### config.mk
export PLATFORM = sky130hd
export DESIGN_NAME = bsc_cfg
export DESIGN_NICKNAME = d
export VERILOG_FILES = /design/src/bsc_pkg.sv /design/src/bsc_cfg.sv
export SDC_FILE = /design/constraint.sdc
export NUM_CORES = 1
export LEC_CHECK = 0
export BUFFER_PORTS_ARGS = -buffer_cell sky130_fd_sc_hd__buf_4
export CORE_AREA = 2 2 122 124
export DETAILED_ROUTE_END_ITERATION = 16
export DIE_AREA = 0 0 124 126
export PLACE_DENSITY_LB_ADDON = 0.25
export SLEW_MARGIN = 10
export SYNTH_ARGS = -nofsm -noshare
export SYNTH_HDL_FRONTEND = slang
export SYNTH_SLANG_ARGS = --single-unit
### constraint.sdc
create_clock -name clk -period 1.3 [get_ports clk]
set_input_delay 0.13 -clock clk [delete_from_list [all_inputs] [get_ports clk]]
set_output_delay 0.13 -clock clk [all_outputs]
set_load 0.02 [all_outputs]
### src/bsc_pkg.sv
// shared types, constants and helper functions of the boid steering combiner
`default_nettype none

package bsc_pkg;

  localparam int FRAC_BITS   = 16;
  localparam int ANGLE_ITERS = 16;
  localparam int SQRT_ITERS  = 32;
  // quotient bits of a speed rescale: the quotient never exceeds the 24-bit limit
  localparam int DIV_QBITS   = 25;
  localparam int CNT_W       = 5;
  localparam int ACC_W       = 36;
  localparam int ANG_W       = 21;
  localparam int CORD_W      = 36;

  localparam logic [63:0] PI_Q30    = 64'd3373259426;
  localparam logic [63:0] ROUND_Q30 = 64'd1 << (29 - FRAC_BITS);
  localparam logic signed [ANG_W-1:0] PI_Q =
    ANG_W'((PI_Q30 + ROUND_Q30) >> (30 - FRAC_BITS));

  // reciprocal of 25 scaled by 2^32, rounded up
  localparam logic [63:0] JIT_RECIP = ((64'd1 << 32) + 64'd24) / 64'd25;

  // register indexes
  localparam logic [2:0] CFG_COHESION_GAIN  = 3'd0;
  localparam logic [2:0] CFG_ALIGNMENT_GAIN = 3'd1;
  localparam logic [2:0] CFG_MIN_SPEED      = 3'd2;
  localparam logic [2:0] CFG_MAX_SPEED      = 3'd3;
  localparam logic [2:0] CFG_BOUND_PUSH     = 3'd4;
  localparam logic [2:0] CFG_HALF_WIDTH_X   = 3'd5;
  localparam logic [2:0] CFG_HALF_WIDTH_Z   = 3'd6;
  localparam logic [2:0] CFG_ROTATE_SMOOTH  = 3'd7;

  // push direction codes
  localparam logic [1:0] PUSH_NONE  = 2'd0;
  localparam logic [1:0] PUSH_PLUS  = 2'd1;
  localparam logic [1:0] PUSH_MINUS = 2'd2;

  // jitter event codes
  localparam logic [1:0] JIT_KEEP   = 2'd0;
  localparam logic [1:0] JIT_NARROW = 2'd1;
  localparam logic [1:0] JIT_WIDE   = 2'd2;

  typedef struct packed {
    logic [16:0] cohesion_gain;
    logic [16:0] alignment_gain;
    logic [23:0] min_speed;
    logic [23:0] max_speed;
    logic [23:0] bound_push;
    logic [30:0] half_width_x;
    logic [30:0] half_width_z;
    logic        rotate_smooth;
  } cfg_t;

  typedef struct packed {
    logic signed [31:0] sep_x;
    logic signed [31:0] sep_z;
    logic signed [31:0] coh_x;
    logic signed [31:0] coh_z;
    logic signed [31:0] ali_x;
    logic signed [31:0] ali_z;
    logic signed [31:0] offset_x;
    logic signed [31:0] offset_z;
    logic [16:0]        time_step;
    logic [1:0]         jitter_event;
    logic [5:0]         jitter_draw_x;
    logic [5:0]         jitter_draw_z;
  } in_item_t;

  typedef struct packed {
    logic signed [31:0] vel_x;
    logic signed [31:0] vel_z;
    logic signed [18:0] heading;
  } out_item_t;

  typedef enum logic [4:0] {
    OP_NONE, OP_JITTER, OP_INIT,
    OP_MUL_CX, OP_MUL_CZ, OP_MUL_AX, OP_MUL_AZ, OP_ACC_X, OP_ACC_Z,
    OP_SAT, OP_SQ_X, OP_SQ_Z, OP_SQ_SUM, OP_SQRT, OP_LIMIT,
    OP_MUL_VX, OP_MUL_VZ, OP_DIV_INIT, OP_DIV, OP_DIV_END_X, OP_DIV_END_Z,
    OP_CORDIC_INIT, OP_CORDIC, OP_EASE_MUL, OP_EASE_ADD, OP_PUBLISH
  } dp_op_t;

  typedef enum logic [4:0] {
    S_IDLE, S_JITTER, S_INIT,
    S_MUL_CX, S_ACC_CX, S_MUL_CZ, S_ACC_CZ,
    S_MUL_AX, S_ACC_AX, S_MUL_AZ, S_ACC_AZ,
    S_SAT, S_SQ_X, S_SQ_Z, S_SQ_SUM, S_SQRT, S_LIMIT,
    S_MUL_VX, S_DIV_INIT_X, S_DIV_X, S_DIV_END_X,
    S_MUL_VZ, S_DIV_INIT_Z, S_DIV_Z, S_DIV_END_Z,
    S_CORDIC_INIT, S_CORDIC, S_EASE_MUL, S_EASE_ADD, S_DONE
  } state_t;

  typedef struct packed {
    dp_op_t           op;
    logic             load;
    logic [CNT_W-1:0] iter;
  } dp_cmd_t;

  typedef struct packed {
    logic clamp;
  } dp_stat_t;

  // arctangent of 2^-i in radians, Q30
  function automatic logic [63:0] atan_q30(input logic [CNT_W-1:0] i);
    logic [63:0] v;
    case (i)
      5'd0:  v = 64'd843314857;
      5'd1:  v = 64'd497837829;
      5'd2:  v = 64'd263043837;
      5'd3:  v = 64'd133525159;
      5'd4:  v = 64'd67021687;
      5'd5:  v = 64'd33543516;
      5'd6:  v = 64'd16775851;
      5'd7:  v = 64'd8388437;
      5'd8:  v = 64'd4194283;
      5'd9:  v = 64'd2097149;
      5'd10: v = 64'd1048576;
      5'd11: v = 64'd524288;
      5'd12: v = 64'd262144;
      5'd13: v = 64'd131072;
      5'd14: v = 64'd65536;
      5'd15: v = 64'd32768;
      5'd16: v = 64'd16384;
      5'd17: v = 64'd8192;
      5'd18: v = 64'd4096;
      5'd19: v = 64'd2048;
      5'd20: v = 64'd1024;
      5'd21: v = 64'd512;
      5'd22: v = 64'd256;
      5'd23: v = 64'd128;
      default: v = 64'd0;
    endcase
    return v;
  endfunction

  function automatic logic signed [ANG_W-1:0] atan_q(input logic [CNT_W-1:0] i);
    return ANG_W'((atan_q30(i) + ROUND_Q30) >> (30 - FRAC_BITS));
  endfunction

  // (2r - m) * 2^F / 200 rounded half away from zero, r = draw mod m
  function automatic logic signed [31:0] jitter_value(input logic [5:0] draw,
                                                      input logic wide);
    logic [6:0]        m;
    logic [6:0]        r;
    logic signed [8:0] d;
    logic [5:0]        mag;
    logic [63:0]       x;
    logic [63:0]       q;
    m = wide ? 7'd40 : 7'd30;
    r = {1'b0, draw};
    if (r >= m) r = r - m;
    if (r >= m) r = r - m;
    d = $signed({1'b0, r, 1'b0}) - $signed({2'b00, m});
    mag = d[8] ? 6'(-d) : 6'(d);
    x = (64'(mag) << (FRAC_BITS - 3)) + 64'd12;
    q = (x * JIT_RECIP) >> 32;
    return d[8] ? -32'(q) : 32'(q);
  endfunction

endpackage

`default_nettype wire

### src/bsc_cfg.sv
// configuration register bank of the boid steering combiner
`default_nettype none

module bsc_cfg (
  input  wire logic          clk,
  input  wire logic          rst_n,
  input  wire logic          cfg_we,
  input  wire logic [2:0]    cfg_index,
  input  wire logic [30:0]   cfg_wdata,
  output bsc_pkg::cfg_t      cfg
);
  import bsc_pkg::*;

  cfg_t cfg_r;

  always_ff @(posedge clk) begin
    if (!rst_n) begin
      cfg_r.cohesion_gain  <= 17'd459;
      cfg_r.alignment_gain <= 17'd58982;
      cfg_r.min_speed      <= 24'd983040;
      cfg_r.max_speed      <= 24'd1966080;
      cfg_r.bound_push     <= 24'd655360;
      cfg_r.half_width_x   <= 31'd13107200;
      cfg_r.half_width_z   <= 31'd13107200;
      cfg_r.rotate_smooth  <= 1'b0;
    end else if (cfg_we) begin
      unique case (cfg_index)
        CFG_COHESION_GAIN:  cfg_r.cohesion_gain  <= cfg_wdata[16:0];
        CFG_ALIGNMENT_GAIN: cfg_r.alignment_gain <= cfg_wdata[16:0];
        CFG_MIN_SPEED:      cfg_r.min_speed      <= cfg_wdata[23:0];
        CFG_MAX_SPEED:      cfg_r.max_speed      <= cfg_wdata[23:0];
        CFG_BOUND_PUSH:     cfg_r.bound_push     <= cfg_wdata[23:0];
        CFG_HALF_WIDTH_X:   cfg_r.half_width_x   <= cfg_wdata[30:0];
        CFG_HALF_WIDTH_Z:   cfg_r.half_width_z   <= cfg_wdata[30:0];
        CFG_ROTATE_SMOOTH:  cfg_r.rotate_smooth  <= cfg_wdata[0];
        default: ;
      endcase
    end
  end

  assign cfg = cfg_r;

endmodule

`default_nettype wire

==> impl_metrics.yaml <==
finish:
  fillers: 1190
  nets: 879
  antennaDiodeCount: 0
  area_growth_pct: 43.7
  largest_register_ffs: 169
  ff_latch_area_um2: 3380
  multiInputGateArea_um2: 2790
  instances_no_fill: 1039
  drive_above_1_share_pct: 31.2
min_path:
  worstHoldStart: "cfg_wdata[22]"
  hold_path_end: "cfg[23]"
  min_path_type: "in2reg"
  hold-path-cell-count: 3
clocking:
  cts_made_buffers: 17
  cts_buffer_depth: 2
  worstSkewPairLatency_ns: 0.42
  cts_sinks: 169
  path_clk_slew_ns: 0.06
  cts_setup_buffers: 0
  root_buffer: "clkbuf_16"
  cts_tree: "done"
  htree_num_levels: 4
  hold_buffers: 24
  cts_resized: 0
routing:
  vias_per_cell: 4.85
  wire_per_inst_um: 16.1
  drtAntennaViolNets: 0
  drt-pass1-iter-count: 4
  wirelength_mm: 16.8
  drc: 0
  drt_iter0_markers: 217
  vias: 5037
floorplan:
  rows: 44
  start_util_pct: 44.4
  die_x_um: 124
  dieHeight_um: 126
  core_region_area_um2: 14300
  ioPinCount: 206
  dieArea_um2: 15600
synth:
  ys_ff_latch: 169
  synth_enable_flop_cells: 0
  yosysWarnings: 0
  synth_top_area_cell: "dfxtp_1"
  netlist_instances: 614
  async_reset_ff_share_pct: 0
  synthTopCellsByArea: "dfxtp_1 53%, mux2i_1 27%, nand2_1 9.9%, nor2b_1 5.0%, clkbuf_1 1.4%"
  synth_common_cells: "169 x dfxtp_1, 169 x mux2i_1, 168 x nand2_1, 51 x nor2b_1, 24 x clkbuf_1"
  synth.distinct_cells: 15
  syn_nets: 651
  ys_seq_area_share_pct: 53.3
  synthFlopType: "dfxtp_1"
  synth.cell_area_um2: 6350
  synth_top_area_share_pct: 53.3
  syn_avg_cell_area_um2: 10.3
flow_run:
  max_cap_violations: 0
critical_path:
  endpoint_kind: "primary output"
  arrival_ns: 0.94
  worstPathRequired_ns: 1.17
  start_kind: "register"
  critPathKind: "reg2out"
  path_cells: "buf_4"
  worst-path-buf-inv: 1
  r2r_setup_slack_ns: 0.63
  crit_fanout: 2
  reg2reg_from: "cfg[32]"
  reg2regPathDepth: 2
  critPathSlowestCell: "dfxtp_1"
  cp_top_family: "flip-flops"
  r2r-end: "cfg[32]"
  max_stage_delay_ns: 0.36
timing:
  fin_tns_setup_ns: 0
  rsz0062_at_grt: "no"
  layout_min_cycle_time_ns: 1.07
  hold_violations: 0
  drv_slew: 0
  finClkSkew_ns: 0
  slew_headroom_pct: 79.3
  fin_crit_sh_pct: 82.5
  clock.fmax_ghz: 0.932
  worstMarginPinSlew_ns: 0.309
  setup_viol: 0
placement:
  placed_cells: 983
  hpwl_mm: 11.4
  gp_congestion: 0.774
  portBuffers: 205
grt:
  use_met3_pct: 7.43
  grt_max_degree: 48
  grt_first_pass_wirelength_mm: 26.3
  grt_pass1_vias: 5153
  antenna_found_initial: 0
  gr-usage-met2_pct: 36.6
  use_met1_pct: 25.9
  grtUsageTotal_pct: 21.8
  grt-ovfl-total: 0
  top_usage_layer: "met2"
power:
  p_leak_nw: 4.47
  p_switching_mw: 2.71
  clkPwrFrac_pct: 43.0
  ir_drop_v: 0.000869
  internal-power_mw: 8.53
  seqPwrFrac_pct: 47.7
  switching_share_pct: 24.1
  power_frac_comb_pct: 9.3
  power_density_nw_per_um2: 1230
status:
  status: "finished, final reports clean"
how the worst max path moves through the flow:
stage,start,slack (ns),end,cells after the start
after floorplan,cfg_index[1],0.07,cfg[146],5
after global placement,cfg_index[0],0.03,cfg[163],4
after detailed placement,cfg_index[1],0.008,cfg[148],5
after CTS,cfg[141],0.21,cfg[141],1
after global routing,cfg[11],0.18,cfg[11],1
final,cfg[141],0.23,cfg[141],1
layout make-up:
type                       count  area share [%]
clock buffer                  19            4.96
clock inverter                13            1.30
multi-input combinational    399            30.5
sequential                   169            37.1
tap                          184            2.52
timing repair buffer         255            23.6
power by group through the flow:
stage          registers [mW]  clock network (mW)  logic [mW]
2_1_floorplan            5.60                   0       0.391
3_3_place_gp             5.47                   0       0.970
3_5_place_dp             5.47                   0       0.992
4_1_cts                  5.36                4.89        1.05
5_1_grt                  5.37                5.15        1.13
6_report                 5.36                4.84        1.05
stage by stage:
step	worst slack [ns]	hold slack [ns]	utilization (%)	power [mW]	area (um2)
2_1_floorplan	0.0713	0.292	-	6.00	6350
3_3_place_gp	0.0276	0.394	58.1	6.44	8310
3_5_place_dp	0.00848	0.407	58.1	6.46	8310
4_1_cts	0.215	0.00593	63.7	11.3	9120
5_1_grt	0.182	0.0314	63.7	11.6	9120
6_report	0.227	0.0136	63.7	11.2	9120
tightest hold or removal path, cell delays in order:
cell and delay, ns:
buf_4 0.08, nor2b_1 0.05, mux2i_1 0.12
kinds of logic after synthesis:
kind of cell,synth area share (%)
multiplexers,26.6
buffers and inverters,3.41
AND/OR/NAND/NOR,16.7
flip-flops,53.3
placed cells by master, fill, tap and decap left out, drive strengths merged:
| cell | instances |
|---|---|
| and4b | 2 |
| clkbuf | 19 |
| bufinv | 1 |
| dfxtp | 169 |
| dlygate4sd3 | 24 |
| nand2 | 168 |
| inv | 2 |
| nand4b | 3 |
| clkinv | 6 |
| nor2b | 51 |
| nor4b | 1 |
| nor4bb | 2 |
| buf | 231 |
| mux2i | 169 |
| nand4bb | 1 |
| or4b | 1 |
| nand4 | 1 |
| clkinvlp | 4 |
metal layers:
layer / wire, um / up-vias
li1: - / 2485
met1: 6890 / 2380
met2: 8360 / 148
met3: 1220 / 24
met4: 310 / 0
met5: 0 / -
(Power assumes the default switching activity.)
