===== src/bsc_pkg.sv =====
// shared types, constants and helper functions of the boid steering combiner
`default_nettype none

package bsc_pkg;

  localparam int FRAC_BITS   = 16;
  localparam int ANGLE_ITERS = 16;
  localparam int SQRT_ITERS  = 32;
  // quotient bits of a speed rescale: the quotient never exceeds the 24-bit limit
  localparam int DIV_QBITS   = 25;
  localparam int CNT_W       = 5;
  localparam int ACC_W       = 36;
  localparam int ANG_W       = 21;
  localparam int CORD_W      = 36;

  localparam logic [63:0] PI_Q30    = 64'd3373259426;
  localparam logic [63:0] ROUND_Q30 = 64'd1 << (29 - FRAC_BITS);
  localparam logic signed [ANG_W-1:0] PI_Q =
    ANG_W'((PI_Q30 + ROUND_Q30) >> (30 - FRAC_BITS));

  // reciprocal of 25 scaled by 2^32, rounded up
  localparam logic [63:0] JIT_RECIP = ((64'd1 << 32) + 64'd24) / 64'd25;

  // register indexes
  localparam logic [2:0] CFG_COHESION_GAIN  = 3'd0;
  localparam logic [2:0] CFG_ALIGNMENT_GAIN = 3'd1;
  localparam logic [2:0] CFG_MIN_SPEED      = 3'd2;
  localparam logic [2:0] CFG_MAX_SPEED      = 3'd3;
  localparam logic [2:0] CFG_BOUND_PUSH     = 3'd4;
  localparam logic [2:0] CFG_HALF_WIDTH_X   = 3'd5;
  localparam logic [2:0] CFG_HALF_WIDTH_Z   = 3'd6;
  localparam logic [2:0] CFG_ROTATE_SMOOTH  = 3'd7;

  // push direction codes
  localparam logic [1:0] PUSH_NONE  = 2'd0;
  localparam logic [1:0] PUSH_PLUS  = 2'd1;
  localparam logic [1:0] PUSH_MINUS = 2'd2;

  // jitter event codes
  localparam logic [1:0] JIT_KEEP   = 2'd0;
  localparam logic [1:0] JIT_NARROW = 2'd1;
  localparam logic [1:0] JIT_WIDE   = 2'd2;

  typedef struct packed {
    logic [16:0] cohesion_gain;
    logic [16:0] alignment_gain;
    logic [23:0] min_speed;
    logic [23:0] max_speed;
    logic [23:0] bound_push;
    logic [30:0] half_width_x;
    logic [30:0] half_width_z;
    logic        rotate_smooth;
  } cfg_t;

  typedef struct packed {
    logic signed [31:0] sep_x;
    logic signed [31:0] sep_z;
    logic signed [31:0] coh_x;
    logic signed [31:0] coh_z;
    logic signed [31:0] ali_x;
    logic signed [31:0] ali_z;
    logic signed [31:0] offset_x;
    logic signed [31:0] offset_z;
    logic [16:0]        time_step;
    logic [1:0]         jitter_event;
    logic [5:0]         jitter_draw_x;
    logic [5:0]         jitter_draw_z;
  } in_item_t;

  typedef struct packed {
    logic signed [31:0] vel_x;
    logic signed [31:0] vel_z;
    logic signed [18:0] heading;
  } out_item_t;

  typedef enum logic [4:0] {
    OP_NONE, OP_JITTER, OP_INIT,
    OP_MUL_CX, OP_MUL_CZ, OP_MUL_AX, OP_MUL_AZ, OP_ACC_X, OP_ACC_Z,
    OP_SAT, OP_SQ_X, OP_SQ_Z, OP_SQ_SUM, OP_SQRT, OP_LIMIT,
    OP_MUL_VX, OP_MUL_VZ, OP_DIV_INIT, OP_DIV, OP_DIV_END_X, OP_DIV_END_Z,
    OP_CORDIC_INIT, OP_CORDIC, OP_EASE_MUL, OP_EASE_ADD, OP_PUBLISH
  } dp_op_t;

  typedef enum logic [4:0] {
    S_IDLE, S_JITTER, S_INIT,
    S_MUL_CX, S_ACC_CX, S_MUL_CZ, S_ACC_CZ,
    S_MUL_AX, S_ACC_AX, S_MUL_AZ, S_ACC_AZ,
    S_SAT, S_SQ_X, S_SQ_Z, S_SQ_SUM, S_SQRT, S_LIMIT,
    S_MUL_VX, S_DIV_INIT_X, S_DIV_X, S_DIV_END_X,
    S_MUL_VZ, S_DIV_INIT_Z, S_DIV_Z, S_DIV_END_Z,
    S_CORDIC_INIT, S_CORDIC, S_EASE_MUL, S_EASE_ADD, S_DONE
  } state_t;

  typedef struct packed {
    dp_op_t           op;
    logic             load;
    logic [CNT_W-1:0] iter;
  } dp_cmd_t;

  typedef struct packed {
    logic clamp;
  } dp_stat_t;

  // arctangent of 2^-i in radians, Q30
  function automatic logic [63:0] atan_q30(input logic [CNT_W-1:0] i);
    logic [63:0] v;
    case (i)
      5'd0:  v = 64'd843314857;
      5'd1:  v = 64'd497837829;
      5'd2:  v = 64'd263043837;
      5'd3:  v = 64'd133525159;
      5'd4:  v = 64'd67021687;
      5'd5:  v = 64'd33543516;
      5'd6:  v = 64'd16775851;
      5'd7:  v = 64'd8388437;
      5'd8:  v = 64'd4194283;
      5'd9:  v = 64'd2097149;
      5'd10: v = 64'd1048576;
      5'd11: v = 64'd524288;
      5'd12: v = 64'd262144;
      5'd13: v = 64'd131072;
      5'd14: v = 64'd65536;
      5'd15: v = 64'd32768;
      5'd16: v = 64'd16384;
      5'd17: v = 64'd8192;
      5'd18: v = 64'd4096;
      5'd19: v = 64'd2048;
      5'd20: v = 64'd1024;
      5'd21: v = 64'd512;
      5'd22: v = 64'd256;
      5'd23: v = 64'd128;
      default: v = 64'd0;
    endcase
    return v;
  endfunction

  function automatic logic signed [ANG_W-1:0] atan_q(input logic [CNT_W-1:0] i);
    return ANG_W'((atan_q30(i) + ROUND_Q30) >> (30 - FRAC_BITS));
  endfunction

  // (2r - m) * 2^F / 200 rounded half away from zero, r = draw mod m
  function automatic logic signed [31:0] jitter_value(input logic [5:0] draw,
                                                      input logic wide);
    logic [6:0]        m;
    logic [6:0]        r;
    logic signed [8:0] d;
    logic [5:0]        mag;
    logic [63:0]       x;
    logic [63:0]       q;
    m = wide ? 7'd40 : 7'd30;
    r = {1'b0, draw};
    if (r >= m) r = r - m;
    if (r >= m) r = r - m;
    d = $signed({1'b0, r, 1'b0}) - $signed({2'b00, m});
    mag = d[8] ? 6'(-d) : 6'(d);
    x = (64'(mag) << (FRAC_BITS - 3)) + 64'd12;
    q = (x * JIT_RECIP) >> 32;
    return d[8] ? -32'(q) : 32'(q);
  endfunction

endpackage

`default_nettype wire


===== src/bsc_ctrl.sv =====
// sequencer of the boid steering combiner
`default_nettype none

module bsc_ctrl (
  input  wire logic        clk,
  input  wire logic        rst_n,
  input  wire logic        in_tvalid,
  output logic             in_tready,
  output logic             out_tvalid,
  input  wire logic        out_tready,
  input  wire bsc_pkg::dp_stat_t stat,
  output bsc_pkg::dp_cmd_t  cmd
);
  import bsc_pkg::*;

  state_t           state_r, state_nxt;
  logic [CNT_W-1:0] cnt_r, cnt_nxt;
  logic             out_valid_r, out_valid_nxt;

  always_ff @(posedge clk) begin
    if (!rst_n) begin
      state_r     <= S_IDLE;
      cnt_r       <= '0;
      out_valid_r <= 1'b0;
    end else begin
      state_r     <= state_nxt;
      cnt_r       <= cnt_nxt;
      out_valid_r <= out_valid_nxt;
    end
  end

  always_comb begin
    state_nxt     = state_r;
    cnt_nxt       = cnt_r;
    out_valid_nxt = out_valid_r && !out_tready;
    in_tready     = 1'b0;
    cmd           = '{op: OP_NONE, load: 1'b0, iter: cnt_r};
    unique case (state_r)
      S_IDLE: begin
        in_tready = 1'b1;
        if (in_tvalid) begin
          cmd.load  = 1'b1;
          state_nxt = S_JITTER;
        end
      end
      S_JITTER:   begin cmd.op = OP_JITTER; state_nxt = S_INIT;   end
      S_INIT:     begin cmd.op = OP_INIT;   state_nxt = S_MUL_CX; end
      S_MUL_CX:   begin cmd.op = OP_MUL_CX; state_nxt = S_ACC_CX; end
      S_ACC_CX:   begin cmd.op = OP_ACC_X;  state_nxt = S_MUL_CZ; end
      S_MUL_CZ:   begin cmd.op = OP_MUL_CZ; state_nxt = S_ACC_CZ; end
      S_ACC_CZ:   begin cmd.op = OP_ACC_Z;  state_nxt = S_MUL_AX; end
      S_MUL_AX:   begin cmd.op = OP_MUL_AX; state_nxt = S_ACC_AX; end
      S_ACC_AX:   begin cmd.op = OP_ACC_X;  state_nxt = S_MUL_AZ; end
      S_MUL_AZ:   begin cmd.op = OP_MUL_AZ; state_nxt = S_ACC_AZ; end
      S_ACC_AZ:   begin cmd.op = OP_ACC_Z;  state_nxt = S_SAT;    end
      S_SAT:      begin cmd.op = OP_SAT;    state_nxt = S_SQ_X;   end
      S_SQ_X:     begin cmd.op = OP_SQ_X;   state_nxt = S_SQ_Z;   end
      S_SQ_Z:     begin cmd.op = OP_SQ_Z;   state_nxt = S_SQ_SUM; end
      S_SQ_SUM:   begin cmd.op = OP_SQ_SUM; state_nxt = S_SQRT;   end
      S_SQRT: begin
        cmd.op = OP_SQRT;
        if (cnt_r == CNT_W'(SQRT_ITERS - 1)) begin
          cnt_nxt   = '0;
          state_nxt = S_LIMIT;
        end else begin
          cnt_nxt = cnt_r + 1'b1;
        end
      end
      S_LIMIT: begin
        cmd.op    = OP_LIMIT;
        state_nxt = stat.clamp ? S_MUL_VX : S_CORDIC_INIT;
      end
      S_MUL_VX:     begin cmd.op = OP_MUL_VX;   state_nxt = S_DIV_INIT_X; end
      S_DIV_INIT_X: begin cmd.op = OP_DIV_INIT; state_nxt = S_DIV_X;      end
      S_DIV_X: begin
        cmd.op = OP_DIV;
        if (cnt_r == CNT_W'(DIV_QBITS - 1)) begin
          cnt_nxt   = '0;
          state_nxt = S_DIV_END_X;
        end else begin
          cnt_nxt = cnt_r + 1'b1;
        end
      end
      S_DIV_END_X:  begin cmd.op = OP_DIV_END_X; state_nxt = S_MUL_VZ;     end
      S_MUL_VZ:     begin cmd.op = OP_MUL_VZ;    state_nxt = S_DIV_INIT_Z; end
      S_DIV_INIT_Z: begin cmd.op = OP_DIV_INIT;  state_nxt = S_DIV_Z;      end
      S_DIV_Z: begin
        cmd.op = OP_DIV;
        if (cnt_r == CNT_W'(DIV_QBITS - 1)) begin
          cnt_nxt   = '0;
          state_nxt = S_DIV_END_Z;
        end else begin
          cnt_nxt = cnt_r + 1'b1;
        end
      end
      S_DIV_END_Z:   begin cmd.op = OP_DIV_END_Z;   state_nxt = S_CORDIC_INIT; end
      S_CORDIC_INIT: begin cmd.op = OP_CORDIC_INIT; state_nxt = S_CORDIC;      end
      S_CORDIC: begin
        cmd.op = OP_CORDIC;
        if (cnt_r == CNT_W'(ANGLE_ITERS - 1)) begin
          cnt_nxt   = '0;
          state_nxt = S_EASE_MUL;
        end else begin
          cnt_nxt = cnt_r + 1'b1;
        end
      end
      S_EASE_MUL: begin cmd.op = OP_EASE_MUL; state_nxt = S_EASE_ADD; end
      S_EASE_ADD: begin cmd.op = OP_EASE_ADD; state_nxt = S_DONE;     end
      S_DONE: begin
        // wait for the output register to be free
        if (!out_valid_r || out_tready) begin
          cmd.op        = OP_PUBLISH;
          out_valid_nxt = 1'b1;
          state_nxt     = S_IDLE;
        end
      end
      default: state_nxt = S_IDLE;
    endcase
  end

  assign out_tvalid = out_valid_r;

endmodule

`default_nettype wire


===== config.mk =====
export PLATFORM = sky130hd
export DESIGN_NAME = bsc_ctrl
export DESIGN_NICKNAME = d
export VERILOG_FILES = /design/src/bsc_pkg.sv /design/src/bsc_ctrl.sv
export SDC_FILE = /design/constraint.sdc
export NUM_CORES = 1
export LEC_CHECK = 0
export BUFFER_PORTS_ARGS = -buffer_cell sky130_fd_sc_hd__clkbuf_2
export CORE_MARGIN = 5
export CORE_UTILIZATION = 58
export DETAILED_ROUTE_END_ITERATION = 7
export PLACE_DENSITY = 0.83
export SYNTH_ARGS = -nofsm -noshare
export SYNTH_HDL_FRONTEND = slang
export SYNTH_SLANG_ARGS = --single-unit

===== constraint.sdc =====
create_clock -name clk -period 4.4 [get_ports clk]
set_input_delay 0.88 -clock clk [delete_from_list [all_inputs] [get_ports clk]]
set_output_delay 0.88 -clock clk [all_outputs]
set_load 0.01 [all_outputs]

==> run_results.csv <==
group,metric,value,unit
floorplan,core_area,1541,um2
status,outcome,"completed",
route,vias,1046,
setup_path,cp_max_fo,23,
placed_design,dpl.cell_count,160,
timing,setup_violations,0,
route,wirelength,2253,um
timing,maxSlewViolCount,0,
hold_path,hold_end,"cnt_r[1]",
global_routing,gr-total-overflow,0,
cells_and_area,n_fill_cell,139,
pwr,p_sw_frac,0.4961,
route,wl_per_cell,13.74,um
clock_network,clock-sinks,11,
setup_path,reg2reg_from,"state_r[1]",
setup_path,critPathLaunchType,"flip-flop",
logic_synthesis,ys_async_sr_fraction,0,
clock_network,hold_buffers,0,
clock_network,ctsResizeCount,0,
run,maxCapViolCount,0,
logic_synthesis,seq_area_frac_synth,0.2265,
logic_synthesis,synth_area_per_cell,7.096,um2
floorplan,std_cell_rows,14,
setup_path,rrSetupSlack,2.09,ns
clock_network,cts_buffers,3,
route,dr.pass1.iters,4,
setup_path,reg2reg_to,"state_r[3]",
hold_path,hp-class,"flip-flop to flip-flop",
logic_synthesis,ys_warn_count,0,
global_routing,grt_use_total,0.1859,
setup_path,r2r_cells,5,
timing,fin_tns_setup,0,ns
setup_path,slowest_stage,"dfxtp_1",
timing,skew,0.004558,ns
clock_network,cts_tree,"built",
cells_and_area,final_cells,164,
floorplan,dieArea,2595,um2
timing,timing.final.crit_share,0.7438,
pwr,pwr-share-clk,0.111,
logic_synthesis,synth_flop_cell,"dfxtp_1",
route,highest_layer,"met4",
route,viasPerCell,6.378,
cells_and_area,fin_nets,159,
setup_path,crit_family,"flip-flops",
global_routing,antenna_found_initial,0,
timing,rsz0062_at_grt,"false",
hold_path,hp-start,"cnt_r[1]",
cells_and_area,final_util,0.6916,
pwr,seqPwrFrac,0.359,
setup_path,path_buf_inv,2,
timing,fin_crit,3.273,ns
logic_synthesis,synth-seq-cells,11,
route,drcViolationCount,0,
setup_path,end_kind,"output pin",
logic_synthesis,ys_types,41,
clock_network,cts_max_level,1,
cells_and_area,drive_gt1_frac,0.1554,
timing,slew_headroom,0.5249,
logic_synthesis,syn_inst,137,
cells_and_area,final_common_cell,"clkbuf_2",
pwr,p_comb_frac,0.530,
clock_network,clkTransAtPathRegs,0.07,ns
pwr,intPower,298.4,uW
setup_path,critical_path_class,"flip-flop to output pin",
route,postRouteAntennaNets,0,
cells_and_area,final_cell_area,1066,um2
pwr,peakVddDrop,0.0004902,V
route,wl_met1,1012,um
floorplan,io_pins,18,
cells_and_area,antenna_cells,0,
placed_design,io_buffers,17,
route,dr.first_iter.drc_count,38,
global_routing,grt_max_degree,27,
route,met2_wirelength,1020,um
clock_network,clock_latency,0.26,ns
clock_network,cts_setup_buffers,0,
clock_network,cts-root-buf,"clkbuf_4",
global_routing,grt_pass1_wl,3926,um
timing,tightest_slew,0.7117,ns
setup_path,cp_slowest_stage_delay,0.78,ns
cells_and_area,area_growth,9.652,%
logic_synthesis,synth_nets,147,
global_routing,grt_pass1_vias,905,
setup_path,crit_path_start,"state_r[1]",
pwr,pwr_density_cell,555.5,nW/um2
placed_design,placed_area,1040,um2
timing,clock.fmax,305.5,MHz
setup_path,worstPathRequired,3.52,ns
placed_design,gp_congestion,0.8544,
floorplan,dieHeight,50.94,um
route,wl_met3,183,um
placed_design,dp_hpwl,1642,um
floorplan,initial_core_util,0.6307,
cells_and_area,final_cell_mix,"clkbuf_2, nor2_1, o21ai_0, nand2_1, dfxtp_1",
floorplan,dieWidth,50.94,um
pwr,power_switching,293.8,uW
pwr,power,592.2,uW
setup_path,crit_arrival,2.39,ns
setup_path,cp_cell_sequence,"clkinv_1 > nor3_1 > o21ai_0 > o311ai_0 > clkbuf_2",
logic_synthesis,synth_edf_count,0,
timing,hold_violations,0,
pwr,leakagePower,0.4371,nW
hold_path,hold_depth,2,
logic_synthesis,netlist_area,972.2,um2
clock_network,ctsLongestPathBuffers,2,
==> power groups by stage <==
stage               clock network, mW  logic, mW  registers [mW]
finish                         0.0656      0.314           0.213
global placement                    0      0.305           0.210
detailed placement                  0      0.311           0.212
global route                   0.0749      0.350           0.226
CTS                            0.0684      0.313           0.210
floorplan                           0      0.297           0.138
==> worst reg2reg max path, cell delays in order (launching register included) <==
cell and delay (ns):
dfxtp_1 0.78, clkinv_1 0.46, nand2_1 0.20, nor2_1 0.08
a211oi_2 0.44, mux2i_1 0.27
==> registers in the layout, indices dropped and copies added, names as in the netlist <==
| name | flops |
|---|---|
| cnt_r | 5 |
| state_r | 5 |
| out_tvalid | 1 |
==> worst max-delay path by stage <==
stage / end / slack (ns) / cells past startpoint
2_1_floorplan: cmd[6] / 1.83 / 4
3_3_place_gp: cmd[6] / 1.59 / 5
3_5_place_dp: cmd[6] / 1.50 / 5
4_1_cts: cmd[6] / 1.20 / 5
5_1_grt: cmd[6] / 0.94 / 5
6_report: cmd[6] / 1.13 / 5
==> stage by stage <==
step / hold slack (ns) / setup slack (ns)
after global routing: 0.6163 / 0.9361
after CTS: 0.5811 / 1.204
after floorplan: 0.5700 / 1.832
final: 0.5819 / 1.127
after detailed placement: 0.5625 / 1.497
after global placement: 0.5470 / 1.586
==> area by class of cell <==
| cell class | count | area, um2 | share of cell area |
|---|---|---|---|
| tap | 16 | 20.02 | 0.01878 |
| timing repair buffer | 17 | 85.08 | 0.07981 |
| clock buffer | 4 | 26.28 | 0.02465 |
| sequential | 11 | 220.2 | 0.2066 |
| multi-input combinational | 107 | 680.7 | 0.6385 |
| inverter | 9 | 33.78 | 0.03169 |
==> synthesized netlist by cell type, types with 2 or more instances <==
master | n | area, um2
clkinv_1 | 2 | 7.510
nand2_1 | 12 | 45.04
a21oi_1 | 7 | 35.03
a211o_1 | 2 | 17.52
clkbuf_1 | 10 | 37.54
nor3_1 | 5 | 25.02
o211ai_1 | 3 | 22.52
xor2_1 | 2 | 17.52
inv_1 | 7 | 26.28
mux2i_1 | 4 | 40.04
o21ai_0 | 12 | 60.06
and3b_1 | 2 | 17.52
ha_1 | 5 | 62.56
nand4_1 | 2 | 12.51
a211oi_1 | 3 | 22.52
a31oi_1 | 2 | 12.51
nand3_1 | 5 | 25.02
and3_1 | 2 | 12.51
nor2b_1 | 3 | 18.77
nand2b_1 | 2 | 12.51
dfxtp_1 | 11 | 220.2
nor2_1 | 15 | 56.30
==> logic make-up after synthesis <==
logic type | share of synthesized area
compound gates | 0.2677
simple gates | 0.2999
mux | 0.04119
flops | 0.2265
fa+ha+maj | 0.06435
buf+inv | 0.07337
xor+xnor | 0.02703
==> per-layer routing <==
| metal | vias to the layer above | global-route usage |
|---|---|---|
| met5 | - | 0 |
| met3 | 7 | 0.04942 |
| met4 | 0 | 0.08511 |
| met2 | 50 | 0.2603 |
| met1 | 470 | 0.2628 |
| li1 | 519 | - |
Power figures use the tool's default switching activity.
